## config.mk

```make
export PLATFORM = sky130hd
export DESIGN_NAME = q2e_sqrt_cell
export DESIGN_NICKNAME = d
export VERILOG_FILES = /design/src/hw/rtl/q2e_pkg.sv /design/src/hw/rtl/q2e_sqrt_cell.sv
export SDC_FILE = /design/constraint.sdc
export NUM_CORES = 1
export LEC_CHECK = 0
export BUFFER_PORTS_ARGS = -buffer_cell sky130_fd_sc_hd__buf_2
export CORE_MARGIN = 5
export CORE_UTILIZATION = 56
export DETAILED_ROUTE_END_ITERATION = 10
export PLACE_DENSITY = 0.86
export SLEW_MARGIN = 20
export SYNTH_ARGS = -nofsm -noshare
export SYNTH_HDL_FRONTEND = slang
export SYNTH_SLANG_ARGS = --single-unit
```

## constraint.sdc

```tcl
create_clock -name clk -period 8.3 [get_ports clk]
set_input_delay 0.415 -clock clk [delete_from_list [all_inputs] [get_ports clk]]
set_output_delay 0.415 -clock clk [all_outputs]
set_load 0.03 [all_outputs]
```

## src/hw/rtl/q2e_pkg.sv

```systemverilog
// shared types, widths and the arctangent table for the quaternion to euler block
package q2e_pkg;

  localparam int CW = 37;  // cordic x/y width
  localparam int ZW = 26;  // angle width, 2^-16 degree units
  localparam int RW = 64;  // square root remainder width
  localparam int QW = 31;  // square root result width

  typedef struct packed {
    logic signed [CW-1:0] x;
    logic signed [CW-1:0] y;
    logic signed [ZW-1:0] z;
    logic                 zero;
  } cordic_t;

  typedef struct packed {
    logic [RW-1:0] rem;
    logic [QW-1:0] root;
  } sq_t;

  localparam logic signed [ZW-1:0] ANG_180 = 26'sd11796480;

  // atan(2^-i) in 2^-16 degree
  function automatic logic signed [ZW-1:0] atan_ang(input int i);
    logic signed [ZW-1:0] a;
    unique case (i)
      0:  a = 26'sd2949120;
      1:  a = 26'sd1740967;
      2:  a = 26'sd919879;
      3:  a = 26'sd466945;
      4:  a = 26'sd234379;
      5:  a = 26'sd117304;
      6:  a = 26'sd58666;
      7:  a = 26'sd29335;
      8:  a = 26'sd14668;
      9:  a = 26'sd7334;
      10: a = 26'sd3667;
      11: a = 26'sd1833;
      12: a = 26'sd917;
      13: a = 26'sd458;
      14: a = 26'sd229;
      15: a = 26'sd115;
      16: a = 26'sd57;
      17: a = 26'sd29;
      18: a = 26'sd14;
      19: a = 26'sd7;
      20: a = 26'sd4;
      21: a = 26'sd2;
      22: a = 26'sd1;
      default: a = 26'sd0;
    endcase
    return a;
  endfunction

endpackage

```

## src/hw/rtl/q2e_sqrt_cell.sv

```systemverilog
// one result bit of the pipelined integer square root
module q2e_sqrt_cell #(
  parameter int BIT = 0
) (
  input  logic          clk,
  input  logic          en,
  input  q2e_pkg::sq_t  d,
  output q2e_pkg::sq_t  q
);
  localparam int RW = q2e_pkg::RW;
  localparam int QW = q2e_pkg::QW;

  logic [RW-1:0] trial;
  q2e_pkg::sq_t  q_next;

  // (r + 2^b)^2 - r^2 = r * 2^(b+1) + 2^(2b)
  always_comb begin
    trial  = ({{(RW-QW){1'b0}}, d.root} << (BIT + 1)) + (RW'(1) << (2 * BIT));
    q_next = d;
    if (trial <= d.rem) begin
      q_next.rem  = d.rem - trial;
      q_next.root = d.root | (QW'(1) << BIT);
    end
  end

  always_ff @(posedge clk) begin
    if (en) q <= q_next;
  end
endmodule

```

After elaboration in Yosys (flattened, before gate mapping)

Index checks and enable logic that the tools add are counted.

Add/subtract/negate cells: 2
Multipliers: 0
Divide/modulo/power cells: 0
Order comparisons: 1
Eq/ne operators: 0
Shift-type cells: 0
Mux-type cells: 1
Bitwise gates (word level): 0
Reductions and logical operators: 0

Operators with widths:

| cell                  | count |
|---|---|
| $mux 95               | 1 |
| $le 33x64->1          | 1 |
| $sub 64x33->64        | 1 |
| $add 32x1->33 const B | 1 |

Bits in registers: 95
Bits in latches: 0
RAM bits: 0
Memory bits (read-only): 0
Input port bits: 97
Output and inout bits: 95
Word-level logic and storage cells: 7
Memories kept: 0

Longest topological paths before layout

Depth in word-level cells: 3
Mapped depth: 14
Gate-level depth less buffers: 11

Worst setup path after synthesis

No wires, ideal clock.

Path type: input -> register
Start: input port d[23] (netlist name)
End: register q[32] (netlist name) (data pin)
Setup time: 0.262 ns
Arrival time: 2.711 ns
Required time: 8.038 ns
Setup slack: 5.327 ns
Cell stages on the path: 12
Cells stage by stage: inv_1 ha_1 buf_4 nand2_2 or4_4 nor3_1 o211ai_1 a21oi_2 nor2_2 buf_6 buf_12 mux2_1

RTL lines:

| element              | RTL line            | RTL |
|---|---|---|
| from (decl)          | q2e_sqrt_cell.sv:7  | `input q2e_pkg::sq_t d,` |
| to (signal assigned) | q2e_sqrt_cell.sv:27 | `if (en) q <= q_next;` |
| to (decl)            | q2e_sqrt_cell.sv:8  | `output q2e_pkg::sq_t q` |

==> impl_metrics.toml <==
[run_status]
status = "finished clean"

[synthesis]
avgSynthCellArea_um2 = 10.2
synth_edf_count = 95
netlist_instances = 611
syn_area_mm2 = 0.00625
synthDistinctLibCells = 67
async_flop_share_pct = 0
ys_seq_elements = 95
synth_fp_nets = 741
synth-warning-count = 0
ys_seq_area_share_pct = 45.6
synth_flop_cell = "edfxtp_1"

[clock_tree]
ctsHoldBuffers = 0
clock-root-buffer = "clkbuf_8"
ctsResizeCount = 0
htree_levels = 3
clockBufferDepth = 2
postCtsSetupRepairBufs = 0
clk_pin_slew_ps = 100
cts.sinks = 95
numCtsBuffers = 9
cts_tree = "yes"

[routing]
vias_per_cell = 5.91
dr.pass1.iters = 7
wl_um = 17000
post_drt_wl_per_cell_um = 18.2
num_vias = 5530
antenna_left = 0
drt_iter0_markers = 410
drc = 0

[setup_path]
required_ps = 8430
endpoint_kind = "flop"
crit_type = "in2reg"
startpoint = "d[23]"
start_kind = "input pin"
crit_fanout = 75
arrival_ps = 3570

[layout]
fin_util_pct = 68.7
largest-register = "q"
antenna_cells = 0
drive_gt1_share_pct = 31.9
multi_input_comb_area_mm2 = 0.00311
stdcell_count = 936
syn_to_final_growth_pct = 19.6
regArea_mm2 = 0.00285
final_common_cell = "buf_2"
nNetsFinal = 921
largest_registers = "q: 95 flops"
layout_common_cells = "buf_2, edfxtp_1, nand2_1, a21oi_1, inv_1"
largest_reg_flops = 95
n_fill_cell = 847

[global_route]
track_usage_pct = 25.3
antenna_found_initial = 0
grt_overflow = 0
grt_max_degree = 96
grt_pass1_vias = 5359
grt_pass1_wl_um = 26400

[power]
pwr_density_cell_mw_per_mm2 = 182
p_int_mw = 0.896
p_sw_share_pct = 34.1
power.switching_mw = 0.465
ir_drop_mv = 0.126
p_leak_nw = 3.09
p_clk_share_pct = 25.1
p_comb_share_pct = 30.3
seq_power_share_pct = 44.5

[worst_hold_path]
hold_class = "in2reg"
min_from = "d[5]"

[flow_run]
maxCapViolCount = 0

[timing]
relSlewSlack_pct = 30.3
min_period_ps = 3440
finalSetupTns_ps = 0
timing.final.max_slew_violations = 0
fmaxAchievable_mhz = 291
hold_viol = 0
period_share_pct = 41.4
worst_pin_slew_ps = 1040
rsz0062_at_grt = "no"
setup_violations = 0

[placement]
io_buffers = 191
routabilityCongestion = 0.892
dp_cells = 920
dp_hpwl_um = 13200

[die]
core_area_mm2 = 0.0109
start_util_pct = 57.4
fp.dieH_um = 116
die_area_mm2 = 0.0134
die_w_um = 116
num_rows = 38
ioPinCount = 192
critical path, cell delays in order:
cell      delay (ps)
buf_2            100
inv_1             40
ha_1             460
nand2_2          140
or4_4            580
nor3_1           220
o211ai_1         160
a21oi_2          390
nor2_4            60
buf_4            350
nor4_2           430
xor2_1           110
through the flow:
| stage | total power [mW] | hold slack [ps] | area [µm²] | setup WS (ps) |
|---|---|---|---|---|
| 6_report | 1.36 | 217 | 7480 | 4860 |
| 5_1_grt | 1.42 | 190 | 7480 | 4740 |
| 4_1_cts | 1.37 | 197 | 7470 | 4950 |
| 3_5_place_dp | 1.03 | 607 | 7250 | 4540 |
| 3_3_place_gp | 1.02 | 609 | 7250 | 4640 |
| 2_1_floorplan | 0.891 | 514 | 6250 | 5330 |
synthesized netlist by cell type, drive strengths merged (2+ instances only):
library cell	count	share of area [%]
clkbuf	11	0.66
nand2	73	4.4
xor2	38	5.3
xnor2	24	3.4
a21boi	3	0.36
nor2b	3	0.30
nor2	28	1.7
mux2	3	0.54
or2	6	0.60
o2111ai	3	0.42
ha	32	6.4
o21ai	50	4.6
o31ai	4	0.48
nor4	16	2.5
a211oi	5	0.60
o21a	2	0.24
a221oi	2	0.28
a31oi	3	0.30
and2	3	0.30
a21o	4	0.48
nor3b	2	0.24
o211ai	5	0.60
nor3	23	2.6
inv	41	2.5
nand4	12	1.2
or3	10	1.0
buf	12	1.7
nand3	11	0.96
o41ai	2	0.28
edfxtp	95	46
nand3b	2	0.24
o21bai	7	0.84
a21oi	44	3.6
or4	8	1.1
nand2b	5	0.50
a2111oi	4	0.76
path summary, 6_finish.rpt:
kind                  slack [ps]  endpoint  depth (start not counted)
worst max-delay path        4860     q[82]                         12
worst min-delay path         220      q[5]                          1
per-layer routing:
| metal | GRT usage, % | wire length [µm] | vias up |
|---|---|---|---|
| met4 | 10.3 | 425 | 0 |
| li1 | - | - | 2614 |
| met2 | 41.9 | 8160 | 302 |
| met5 | 0 | 0 | - |
| met1 | 31.9 | 6810 | 2581 |
| met3 | 6.42 | 1640 | 33 |
cell families (layout without fill, tap and decap cells):
group           count (synthesis)  after routing  share of synthesized area, %
mux                             4              4                         0.700
buf+inv                        64            249                          4.78
fa+ha+maj                      33             33                          6.72
flops                          95             95                          45.6
simple gates                  206            206                          18.4
compound gates                147            147                          15.1
xor+xnor                       62             62                          8.68
power groups by stage:
stage / combinational (mW) / clock [mW] / sequential, mW
after floorplan: 0.165 / 0 / 0.726
after global placement: 0.400 / 0 / 0.615
after detailed placement: 0.408 / 0 / 0.618
after CTS: 0.410 / 0.349 / 0.607
after global routing: 0.441 / 0.371 / 0.611
final: 0.413 / 0.342 / 0.606
area by class of cell:
class | count | area share (%)
clock buffer | 9 | 1.66
clock inverter | 7 | 1.29
inverter | 41 | 2.06
multi-input combinational | 452 | 41.5
sequential | 95 | 38.1
tap | 140 | 2.34
timing repair buffer | 192 | 13.0
Note: power is estimated with default switching activity, not from simulation.
